--- src/hdl/lrta_pkg.sv ---
// ----------------------------------------------------------------------------
// lrta_pkg
// Shared constants, types and functions of the lidar ring and time block.
// ----------------------------------------------------------------------------
package lrta_pkg;

    localparam int COORD_WIDTH_DEF = 24;
    localparam int CORDIC_ITER_DEF = 16;
    localparam int FIFO_DEPTH      = 2;

    // Coordinates are scaled by 2^8 before the CORDIC runs.
    localparam int GUARD_BITS = 8;
    // Angle accumulator in units of 2^-20 rad.
    localparam int ANGLE_W    = 25;
    localparam int TIME_W     = 20;

    localparam logic [19:0] INV_GAIN_Q20    = 20'd636751;
    localparam logic [22:0] DEG_PER_RAD_Q16 = 23'd3754936;
    localparam int          ATAN_ONE_X4     = 3294200;

    localparam int A_PI            = 51472;
    localparam int A_HALF_PI       = 25736;
    localparam int A_THREE_HALF_PI = 77208;
    localparam int A_TWO_PI        = 102944;

    // Register indexes on the configuration port.
    localparam logic [1:0] REG_LINE_MODE = 2'd0;
    localparam logic [1:0] REG_START_ORI = 2'd1;
    localparam logic [1:0] REG_END_ORI   = 2'd2;
    localparam logic [1:0] REG_PERIOD    = 2'd3;

    // Line modes.
    localparam logic [1:0] LM_16 = 2'd0;
    localparam logic [1:0] LM_32 = 2'd1;
    localparam logic [1:0] LM_64 = 2'd2;

    typedef struct packed {
        logic       ok;
        logic [5:0] ring;
    } ring_res_t;

    function automatic logic [19:0] atan_entry(input logic [4:0] idx);
        logic [19:0] v;
        unique case (idx)
            5'd0:    v = 20'd823550;
            5'd1:    v = 20'd486170;
            5'd2:    v = 20'd256879;
            5'd3:    v = 20'd130396;
            5'd4:    v = 20'd65451;
            5'd5:    v = 20'd32757;
            5'd6:    v = 20'd16383;
            5'd7:    v = 20'd8192;
            5'd8:    v = 20'd4096;
            5'd9:    v = 20'd2048;
            5'd10:   v = 20'd1024;
            5'd11:   v = 20'd512;
            5'd12:   v = 20'd256;
            5'd13:   v = 20'd128;
            5'd14:   v = 20'd64;
            5'd15:   v = 20'd32;
            5'd16:   v = 20'd16;
            5'd17:   v = 20'd8;
            5'd18:   v = 20'd4;
            5'd19:   v = 20'd2;
            5'd20:   v = 20'd1;
            default: v = 20'd0;
        endcase
        return v;
    endfunction

    // Division by 2^k that truncates toward zero.
    function automatic logic signed [31:0] trunc_shr(input logic signed [31:0] n,
                                                     input int k);
        logic signed [31:0] r;
        if (n[31])
            r = -((-n) >>> k);
        else
            r = n >>> k;
        return r;
    endfunction

    function automatic ring_res_t ring_calc(input logic [1:0] mode,
                                            input logic signed [31:0] d);
        ring_res_t r;
        logic signed [31:0] id;
        r.ok = 1'b0;
        id = 32'sd0;
        unique case (mode)
            LM_16:
            begin
                id = trunc_shr(d + 32'sd1048576, 17);
                r.ok = (id >= 32'sd0) && (id <= 32'sd15);
            end
            LM_32:
            begin
                id = trunc_shr(32'sd3 * d + 32'sd6029312, 18);
                r.ok = (id >= 32'sd0) && (id <= 32'sd31);
            end
            LM_64:
            begin
                if (d >= -32'sd578683)
                    id = trunc_shr(32'sd425984 - 32'sd3 * d, 16);
                else
                    id = 32'sd32 + ((32'sd2 * (-32'sd578683 - d) + 32'sd32768) >>> 16);
                r.ok = !((d > 32'sd131072) || (d < -32'sd1594491) ||
                         (id > 32'sd50) || (id < 32'sd0));
            end
            default:
            begin
                id = 32'sd0;
                r.ok = 1'b0;
            end
        endcase
        r.ring = id[5:0];
        return r;
    endfunction

endpackage

--- src/hdl/lrta_cordic.sv ---
// ----------------------------------------------------------------------------
// lrta_cordic
// Iterative CORDIC vectoring unit, one micro-rotation per cycle.
// ----------------------------------------------------------------------------
module lrta_cordic
    import lrta_pkg::*;
#(
    parameter int WIDTH      = 35,
    parameter int ITERATIONS = CORDIC_ITER_DEF
)
(
    input  logic                      clk,
    input  logic                      rst_n,
    input  logic                      start,
    input  logic signed [WIDTH-1:0]   x_in,
    input  logic signed [WIDTH-1:0]   y_in,
    output logic                      done,
    output logic signed [ANGLE_W-1:0] angle,
    output logic signed [WIDTH-1:0]   mag
);

    localparam int CNT_W = $clog2(ITERATIONS);
    localparam logic [CNT_W-1:0] CNT_LAST = CNT_W'(ITERATIONS - 1);

    logic signed [WIDTH-1:0]   x_reg, y_reg, xs, ys;
    logic signed [ANGLE_W-1:0] acc_reg, step;
    logic [CNT_W-1:0]          cnt_reg;
    logic                      run_reg, done_reg;
    logic                      zero_in;

    assign zero_in = (x_in == '0) && (y_in == '0);
    assign xs      = x_reg >>> cnt_reg;
    assign ys      = y_reg >>> cnt_reg;
    assign step    = ANGLE_W'(atan_entry(5'(cnt_reg)));
    assign done    = done_reg;
    assign angle   = acc_reg;
    assign mag     = x_reg;

    always_ff @(posedge clk or negedge rst_n)
    begin
        if (!rst_n)
        begin
            run_reg  <= 1'b0;
            done_reg <= 1'b0;
            cnt_reg  <= '0;
        end
        else
        begin
            done_reg <= 1'b0;
            if (start)
            begin
                cnt_reg  <= '0;
                // A point at the origin needs no rotation: angle and magnitude are zero.
                run_reg  <= !zero_in;
                done_reg <= zero_in;
            end
            else if (run_reg)
            begin
                cnt_reg <= cnt_reg + 1'b1;
                if (cnt_reg == CNT_LAST)
                begin
                    run_reg  <= 1'b0;
                    done_reg <= 1'b1;
                end
            end
        end
    end

    always_ff @(posedge clk)
    begin
        if (start)
        begin
            x_reg   <= x_in;
            y_reg   <= y_in;
            acc_reg <= '0;
        end
        else if (run_reg)
        begin
            if (!y_reg[WIDTH-1])
            begin
                x_reg   <= x_reg + ys;
                y_reg   <= y_reg - xs;
                acc_reg <= acc_reg + step;
            end
            else
            begin
                x_reg   <= x_reg - ys;
                y_reg   <= y_reg + xs;
                acc_reg <= acc_reg - step;
            end
        end
    end

endmodule

--- src/hdl/lrta_core.sv ---
// ----------------------------------------------------------------------------
// lrta_core
// Processing sequencer: angles, ring rule, orientation unwrap, time division.
// ----------------------------------------------------------------------------
module lrta_core
    import lrta_pkg::*;
#(
    parameter int COORD_WIDTH       = COORD_WIDTH_DEF,
    parameter int CORDIC_ITERATIONS = CORDIC_ITER_DEF
)
(
    input  logic                          clk,
    input  logic                          rst_n,
    input  logic                          item_valid,
    output logic                          item_ready,
    input  logic signed [COORD_WIDTH-1:0] item_x,
    input  logic signed [COORD_WIDTH-1:0] item_y,
    input  logic signed [COORD_WIDTH-1:0] item_z,
    input  logic [15:0]                   item_intensity,
    input  logic                          item_frame_start,
    input  logic [1:0]                    line_mode,
    input  logic [16:0]                   start_ori,
    input  logic [17:0]                   end_ori,
    input  logic [TIME_W-1:0]             scan_period,
    output logic                          out_valid,
    input  logic                          out_ready,
    output logic signed [COORD_WIDTH-1:0] out_x_mm,
    output logic signed [COORD_WIDTH-1:0] out_y_mm,
    output logic signed [COORD_WIDTH-1:0] out_z_mm,
    output logic [15:0]                   out_intensity,
    output logic [5:0]                    ring,
    output logic [TIME_W-1:0]             time_offset_us,
    output logic                          point_valid
);

    localparam int GW  = COORD_WIDTH + GUARD_BITS + 3;
    localparam int PW  = GW - 1 + 20;
    localparam int DPW = ANGLE_W + 24;
    localparam int OW  = 24;
    localparam int NW  = 19;
    localparam int DW  = TIME_W + NW + 1;

    localparam logic [3:0] S_IDLE   = 4'd0;
    localparam logic [3:0] S_CORD1  = 4'd1;
    localparam logic [3:0] S_HMUL   = 4'd2;
    localparam logic [3:0] S_HYP    = 4'd3;
    localparam logic [3:0] S_C2GO   = 4'd4;
    localparam logic [3:0] S_CORD2  = 4'd5;
    localparam logic [3:0] S_DEG    = 4'd6;
    localparam logic [3:0] S_RING   = 4'd7;
    localparam logic [3:0] S_UNWRAP = 4'd8;
    localparam logic [3:0] S_DMUL   = 4'd9;
    localparam logic [3:0] S_DIV    = 4'd10;
    localparam logic [3:0] S_OUT    = 4'd11;

    localparam logic signed [OW-1:0] C_PI      = OW'(A_PI);
    localparam logic signed [OW-1:0] C_HALF    = OW'(A_HALF_PI);
    localparam logic signed [OW-1:0] C_3HALF   = OW'(A_THREE_HALF_PI);
    localparam logic signed [OW-1:0] C_TWO     = OW'(A_TWO_PI);
    localparam logic signed [ANGLE_W-1:0] C_HALF_TURN = ANGLE_W'(ATAN_ONE_X4);
    localparam logic [4:0]           DIV_LAST  = 5'(TIME_W - 1);

    logic [3:0] state_reg, state_next;

    logic signed [COORD_WIDTH-1:0] x_reg, y_reg, z_reg;
    logic [15:0]                   int_reg;
    logic                          neg_reg, ypos_reg;
    logic signed [GW-1:0]          gz_reg, mag_reg, h_reg;
    logic signed [ANGLE_W-1:0]     ha_reg;
    logic [PW-1:0]                 hprod_reg;
    logic signed [DPW-1:0]         dprod_reg;
    logic signed [31:0]            deg_reg;
    logic                          ok_reg;
    logic [5:0]                    ring_reg;
    logic                          half_passed_reg;
    logic [NW-1:0]                 num_reg, den_reg;
    logic [DW-1:0]                 rem_reg;
    logic [TIME_W-1:0]             q_reg;
    logic [4:0]                    div_cnt_reg;

    logic                          out_valid_reg;
    logic signed [COORD_WIDTH-1:0] ox_reg, oy_reg, oz_reg;
    logic [15:0]                   oint_reg;
    logic [5:0]                    oring_reg;
    logic [TIME_W-1:0]             otime_reg;
    logic                          opv_reg;

    logic signed [GW-1:0]          gx, gy, gz;
    logic signed [GW-1:0]          c_x, c_y;
    logic                          c_start, c_done;
    logic signed [ANGLE_W-1:0]     c_angle;
    logic signed [GW-1:0]          c_mag;
    logic                          take, out_load;

    logic [PW-1:0]                 hsum;
    logic signed [DPW-1:0]         dsum;
    ring_res_t                     rr;

    logic signed [ANGLE_W:0]       ha_r;
    logic signed [OW-1:0]          ori0, ori1, s_ext, e_ext, num, den;
    logic                          hp_set;

    logic [DW-1:0]                 den_sh;
    logic                          q_bit;

    assign gx = {{3{item_x[COORD_WIDTH-1]}}, item_x, {GUARD_BITS{1'b0}}};
    assign gy = {{3{item_y[COORD_WIDTH-1]}}, item_y, {GUARD_BITS{1'b0}}};
    assign gz = {{3{item_z[COORD_WIDTH-1]}}, item_z, {GUARD_BITS{1'b0}}};

    assign item_ready = (state_reg == S_IDLE);
    assign take       = item_valid && item_ready;
    assign c_start    = take || (state_reg == S_C2GO);

    // The first run folds left-half points into the right half plane.
    assign c_x = (state_reg == S_IDLE) ? (gx[GW-1] ? -gx : gx) : h_reg;
    assign c_y = (state_reg == S_IDLE) ? (gx[GW-1] ? -gy : gy) : gz_reg;

    lrta_cordic #(
        .WIDTH      (GW),
        .ITERATIONS (CORDIC_ITERATIONS)
    ) u_cordic (
        .clk   (clk),
        .rst_n (rst_n),
        .start (c_start),
        .x_in  (c_x),
        .y_in  (c_y),
        .done  (c_done),
        .angle (c_angle),
        .mag   (c_mag)
    );

    assign hsum = hprod_reg + PW'(524288);
    assign dsum = dprod_reg + DPW'(524288);
    assign rr   = ring_calc(line_mode, deg_reg);

    // Horizontal orientation, unwrapped against the frame's start and end.
    always_comb
    begin
        ha_r  = {ha_reg[ANGLE_W-1], ha_reg} + (ANGLE_W+1)'(32);
        ori0  = -(OW'(ha_r >>> 6));
        s_ext = OW'($signed(start_ori));
        e_ext = OW'($signed({1'b0, end_ori}));
        ori1  = ori0;
        hp_set = 1'b0;
        if (!half_passed_reg)
        begin
            if (ori0 < s_ext - C_HALF)
                ori1 = ori0 + C_TWO;
            else if (ori0 > s_ext + C_3HALF)
                ori1 = ori0 - C_TWO;
            hp_set = (ori1 - s_ext) > C_PI;
        end
        else
        begin
            ori1 = ori0 + C_TWO;
            if (ori1 < e_ext - C_3HALF)
                ori1 = ori1 + C_TWO;
            else if (ori1 > e_ext + C_HALF)
                ori1 = ori1 - C_TWO;
        end
        num = ori1 - s_ext;
        den = e_ext - s_ext;
    end

    assign den_sh = DW'(den_reg) << (DIV_LAST - div_cnt_reg);
    assign q_bit  = (rem_reg >= den_sh);

    assign out_load = (state_reg == S_OUT) && (!out_valid_reg || out_ready);

    always_comb
    begin
        state_next = state_reg;
        unique case (state_reg)
            S_IDLE:   if (take) state_next = S_CORD1;
            S_CORD1:  if (c_done) state_next = S_HMUL;
            S_HMUL:   state_next = S_HYP;
            S_HYP:    state_next = S_C2GO;
            S_C2GO:   state_next = S_CORD2;
            S_CORD2:  if (c_done) state_next = S_DEG;
            S_DEG:    state_next = S_RING;
            S_RING:   state_next = rr.ok ? S_UNWRAP : S_OUT;
            S_UNWRAP:
            begin
                if (den <= 0 || num <= 0 || num >= den)
                    state_next = S_OUT;
                else
                    state_next = S_DMUL;
            end
            S_DMUL:   state_next = S_DIV;
            S_DIV:    if (div_cnt_reg == DIV_LAST) state_next = S_OUT;
            S_OUT:    if (out_load) state_next = S_IDLE;
            default:  state_next = S_IDLE;
        endcase
    end

    always_ff @(posedge clk or negedge rst_n)
    begin
        if (!rst_n)
        begin
            state_reg       <= S_IDLE;
            half_passed_reg <= 1'b0;
            out_valid_reg   <= 1'b0;
        end
        else
        begin
            state_reg <= state_next;
            if (take && item_frame_start)
                half_passed_reg <= 1'b0;
            else if (state_reg == S_UNWRAP && hp_set)
                half_passed_reg <= 1'b1;
            if (out_load)
                out_valid_reg <= 1'b1;
            else if (out_ready)
                out_valid_reg <= 1'b0;
        end
    end

    always_ff @(posedge clk)
    begin
        if (take)
        begin
            x_reg    <= item_x;
            y_reg    <= item_y;
            z_reg    <= item_z;
            int_reg  <= item_intensity;
            neg_reg  <= gx[GW-1];
            ypos_reg <= !gy[GW-1];
            gz_reg   <= gz;
        end
        if (state_reg == S_CORD1 && c_done)
        begin
            mag_reg <= c_mag;
            if (neg_reg)
                ha_reg <= ypos_reg ? c_angle + C_HALF_TURN : c_angle - C_HALF_TURN;
            else
                ha_reg <= c_angle;
        end
        if (state_reg == S_HMUL)
            hprod_reg <= PW'(mag_reg[GW-2:0]) * PW'(INV_GAIN_Q20);
        if (state_reg == S_HYP)
            h_reg <= $signed({1'b0, hsum[PW-1:20]});
        if (state_reg == S_CORD2 && c_done)
            dprod_reg <= DPW'(c_angle) * DPW'($signed({1'b0, DEG_PER_RAD_Q16}));
        if (state_reg == S_DEG)
            deg_reg <= 32'(dsum >>> 20);
        if (state_reg == S_RING)
        begin
            ok_reg   <= rr.ok;
            ring_reg <= rr.ring;
            q_reg    <= '0;
        end
        if (state_reg == S_UNWRAP)
        begin
            num_reg <= num[NW-1:0];
            den_reg <= den[NW-1:0];
            if (den <= 0 || num <= 0)
                q_reg <= '0;
            else if (num >= den)
                q_reg <= scan_period;
        end
        if (state_reg == S_DMUL)
        begin
            rem_reg     <= DW'(scan_period) * DW'(num_reg) + DW'(den_reg >> 1);
            div_cnt_reg <= '0;
        end
        if (state_reg == S_DIV)
        begin
            if (q_bit)
                rem_reg <= rem_reg - den_sh;
            q_reg       <= {q_reg[TIME_W-2:0], q_bit};
            div_cnt_reg <= div_cnt_reg + 1'b1;
        end
        if (out_load)
        begin
            ox_reg    <= ok_reg ? x_reg : '0;
            oy_reg    <= ok_reg ? y_reg : '0;
            oz_reg    <= ok_reg ? z_reg : '0;
            oint_reg  <= ok_reg ? int_reg : '0;
            oring_reg <= ok_reg ? ring_reg : '0;
            otime_reg <= ok_reg ? q_reg : '0;
            opv_reg   <= ok_reg;
        end
    end

    assign out_valid      = out_valid_reg;
    assign out_x_mm       = ox_reg;
    assign out_y_mm       = oy_reg;
    assign out_z_mm       = oz_reg;
    assign out_intensity  = oint_reg;
    assign ring           = oring_reg;
    assign time_offset_us = otime_reg;
    assign point_valid    = opv_reg;

endmodule

--- config.mk ---
export PLATFORM = sky130hd
export DESIGN_NAME = lrta_core
export DESIGN_NICKNAME = d
export VERILOG_FILES = /design/src/hdl/lrta_pkg.sv /design/src/hdl/lrta_cordic.sv /design/src/hdl/lrta_core.sv
export SDC_FILE = /design/constraint.sdc
export NUM_CORES = 2
export LEC_CHECK = 0
export ABC_AREA = 1
export BUFFER_PORTS_ARGS = -buffer_cell sky130_fd_sc_hd__buf_2
export CORE_MARGIN = 2
export CORE_UTILIZATION = 59
export CTS_CLUSTER_DIAMETER = 60
export DETAILED_ROUTE_END_ITERATION = 10
export PLACE_DENSITY = 0.87
export SYNTH_ARGS = -nofsm -noshare
export SYNTH_HDL_FRONTEND = slang
export SYNTH_SLANG_ARGS = --single-unit
--- constraint.sdc ---
create_clock -name clk -period 10.7 [get_ports clk]
set_input_delay 0 -clock clk [delete_from_list [all_inputs] [get_ports clk]]
set_output_delay 0 -clock clk [all_outputs]
set_load 0.1 [all_outputs]
==> insert_results.sql <==
INSERT INTO impl_metrics (metric_group, metric, value, unit) VALUES
('synthesis', 'async_flop_share', '1.99', '%'),
('critical_path', 'regToRegStartpoint', 'ha_reg[6]', ''),
('critical_path', 'worst-endpoint-required', '11.23', 'ns'),
('critical_path', 'crit_slowest_cell', 'sky130_fd_sc_hd__nor4_2', ''),
('floorplanning', 'die_height', '395', 'um'),
('synthesis', 'number_of_unique_standard_cell_types_used_by_synthesis', '88', ''),
('synthesis', 'synthDominantCellAreaShare', '20.2', '%'),
('synthesis', 'synth-edff-count', '505', ''),
('timing', 'period_minus_slack', '9.87', 'ns'),
('floorplanning', 'placement_rows', '143', ''),
('synthesis', 'synthAdderAreaFrac', '34.5', '%'),
('route', 'route.detailed.vias_per_inst', '5.79', ''),
('critical_path', 'worstSetupStartpoint', 'ha_reg[6]', ''),
('flow_run', 'max_cap_violations', '0', ''),
('critical_path', 'timing.reg2reg.setup_slack', '0.83', 'ns'),
('synthesis', 'yosys_warnings', '0', ''),
('final_layout', 'layout_commonest_cell', 'sky130_fd_sc_hd__inv_1', ''),
('final_layout', 'layout.nets', '13900', ''),
('critical_path', 'crit_type', 'register to register', ''),
('route', 'wl', '273000', 'um'),
('clock_network', 'clkTransAtPathRegs', '0.07', 'ns'),
('placed_design', 'detailed_place_hpwl', '214000', 'um'),
('clock_network', 'clk-insertion-delay-late', '0.71', 'ns'),
('global_route', 'grt_pass1_vias', '82000', ''),
('placed_design', 'port-buffer-count', '266', ''),
('placed_design', 'routabilityCongestion', '1.00', ''),
('synthesis', 'synth_top_family_by_area', 'adder cells', ''),
('synthesis', 'postSynthRegisterBits', '602', ''),
('clock_network', 'clock_tree_from_tritoncts', 'built', ''),
('clock_network', 'cell_chosen_for_the_clock_root', 'sky130_fd_sc_hd__clkbuf_16', ''),
('run_status', 'violations', 'DRC', ''),
('clock_network', 'cts-root-to-sink-buffers', '3', ''),
('synthesis', 'count_of_mapped_cells_out_of_synthesis', '11400', ''),
('route', 'dr.first_iter.drc_count', '8521', ''),
('timing', 'final.period_utilization', '92.2', '%'),
('route', 'post_drt_wl_per_cell', '19.7', 'um'),
('floorplanning', 'design.portCount', '267', ''),
('critical_path', 'critical_path.max_stage_delay', '0.38', 'ns'),
('floorplanning', 'coreArea', '0.152', 'mm2'),
('synthesis', 'synth_xor_xnor_area_share', '5.67', '%'),
('synthesis', 'post_synth.cell_area_avg', '7.88', 'um2'),
('synthesis', 'synth.yosys.seq_area_share', '19.0', '%'),
('floorplanning', 'floorplan.initialDensity', '59.4', '%'),
('global_route', 'grt_pass1_wl', '431000', 'um'),
('clock_network', 'htree_num_levels', '3', ''),
('hold_path', 'hold_path_end', 'int_reg[11]', ''),
('synthesis', 'post_synthesis_simple_gate_area_fraction', '18.7', '%'),
('synthesis', 'synth_top_cells_by_area', 'sky130_fd_sc_hd__fa_1 (20%), sky130_fd_sc_hd__edfxtp_1 (17%), sky130_fd_sc_hd__ha_1 (14%)', ''),
('synthesis', 'share_of_the_synthesized_area_in_compound_gates_ao_oa_aoi_oai', '10.3', '%'),
('synthesis', 'post_synth_instance_area', '0.0901', 'mm2'),
('route', 'drt_drc_violations_left', '2', ''),
('critical_path', 'critical_path_arrival', '10.40', 'ns'),
('synthesis', 'most_common_flop_cell_mapped_by_yosys', 'sky130_fd_sc_hd__edfxtp_1', ''),
('final_layout', 'largest_reg_flops', '40', ''),
('route', 'drt-pass1-iter-count', '11', ''),
('timing', 'final_max_slew_viol_count', '0', ''),
('hold_path', 'hp-class', 'input pin to register', ''),
('global_route', 'initial_antenna_violation_count', '12', ''),
('critical_path', 'r2r_cells', '63', ''),
('global_route', 'grt_max_degree', '85', ''),
('run_status', 'result_of_the_run', 'complete, but fails checks', ''),
('timing', 'timing.clock.skew', '0.0623', 'ns'),
('clock_network', 'cts.sink_count', '602', ''),
('hold_path', 'hold_start', 'item_intensity[11]', ''),
('critical_path', 'critPathMostFrequentCell', 'sky130_fd_sc_hd__nand2_1', ''),
('critical_path', 'rr_endpoint', 'q_reg[3]', ''),
('final_layout', 'drive_above_1_share', '7.05', '%'),
('timing', 'max_freq', '0.101', 'GHz'),
('route', 'ant_nets', '0', ''),
('critical_path', 'worstPathMaxFanout', '10', ''),
('global_route', 'aggregate_global_route_resource_usage', '34.7', '%');
## Yosys cell counts, drive strengths merged, types with 17 or more instances
library cell  instances
buf                  60
edfxtp              505
ha                 1024
nor4                 28
dfxtp                85
o221ai               38
nand3               434
o211ai               66
nand3b               23
o21a                 25
nand4               135
nand2              2424
or2                  44
a21oi               565
a31oi                58
nor3                116
o31ai                18
fa                  911
a211oi               17
mux2i                56
xnor2               176
nor2                708
xor2                398
clkbuf              192
a21o                 24
o21bai               32
o21ai               705
o22ai                32
inv                2411
## metal layers
| metal | vias to the layer above | wire [um] | GRT usage [%] |
|---|---|---|---|
| met5 | - | 87 | 0 |
| met4 | 12 | 17100 | 19.1 |
| met3 | 1074 | 23800 | 6.02 |
| met2 | 4143 | 127000 | 57.0 |
| met1 | 38200 | 105000 | 43.5 |
| li1 | 37100 | - | - |
## timing repair
item	CTS	global route
buffers inserted	0	3
hold buffers	142	1
hold endpoints to repair	184	1
resized for setup	0	18
setup endpoints to repair	0	21
## how the worst max path moves through the flow
| stage | end | slack (ns) | cells after the start |
|---|---|---|---|
| 6_report | q_reg[3] | 0.83 | 63 |
| 5_1_grt | q_reg[3] | -0.11 | 63 |
| 4_1_cts | q_reg[13] | 0.54 | 63 |
| 3_5_place_dp | q_reg[13] | 0.61 | 66 |
| 3_3_place_gp | q_reg[11] | 0.81 | 66 |
| 2_1_floorplan | q_reg[0] | 1.47 | 67 |
## cell families after synthesis
| group | Yosys count |
|---|---|
| AOI/OAI and AO/OA | 1641 |
| and+or+nand+nor | 3944 |
| adders and majority gates | 1936 |
| buffers and inverters | 2676 |
| xor gates and xnor gates | 574 |
| DFF | 602 |
| muxes | 57 |
## critical path, delay by kind of cell, from the launching register on
family                     cells  cell delay, ns
xor gates and xnor gates       3            0.55
and+or+nand+nor               25            2.92
DFF                            1            0.37
buffers and inverters         15            1.91
AOI/OAI and AO/OA             15            2.59
adders and majority gates      5            1.37
## area by class of cell
class / instances / area, um2
multi-input cells: 8152 / 63000
fillers: 12100 / 53400
flip-flops and latches: 602 / 17200
inverters: 2424 / 9100
repair buffers: 539 / 3790
well taps: 2030 / 2540
clock buffers: 88 / 1990
clock inverters: 56 / 671
diodes: 8 / 20.0
## through the flow
| stage | setup WS [ns] | utilization, % | setup TNS [ns] | hold WS [ns] | std cells |
|---|---|---|---|---|---|
| floorplan | 1.47 | - | 0 | -0.296 | 11400 |
| detailed placement | 0.611 | 62.0 | 0 | -0.0748 | 13600 |
| global placement | 0.808 | 62.0 | 0 | -0.0736 | 13600 |
| finish | 0.832 | 64.8 | 0 | 0.0286 | 13900 |
| CTS | 0.543 | 64.7 | 0 | 0.00199 | 13900 |
| global route | -0.112 | 64.8 | -0.112 | 0.0173 | 13900 |
Power is not shown: default switching activity piles up to over one toggle a cycle in this logic, so the estimate is an artifact.
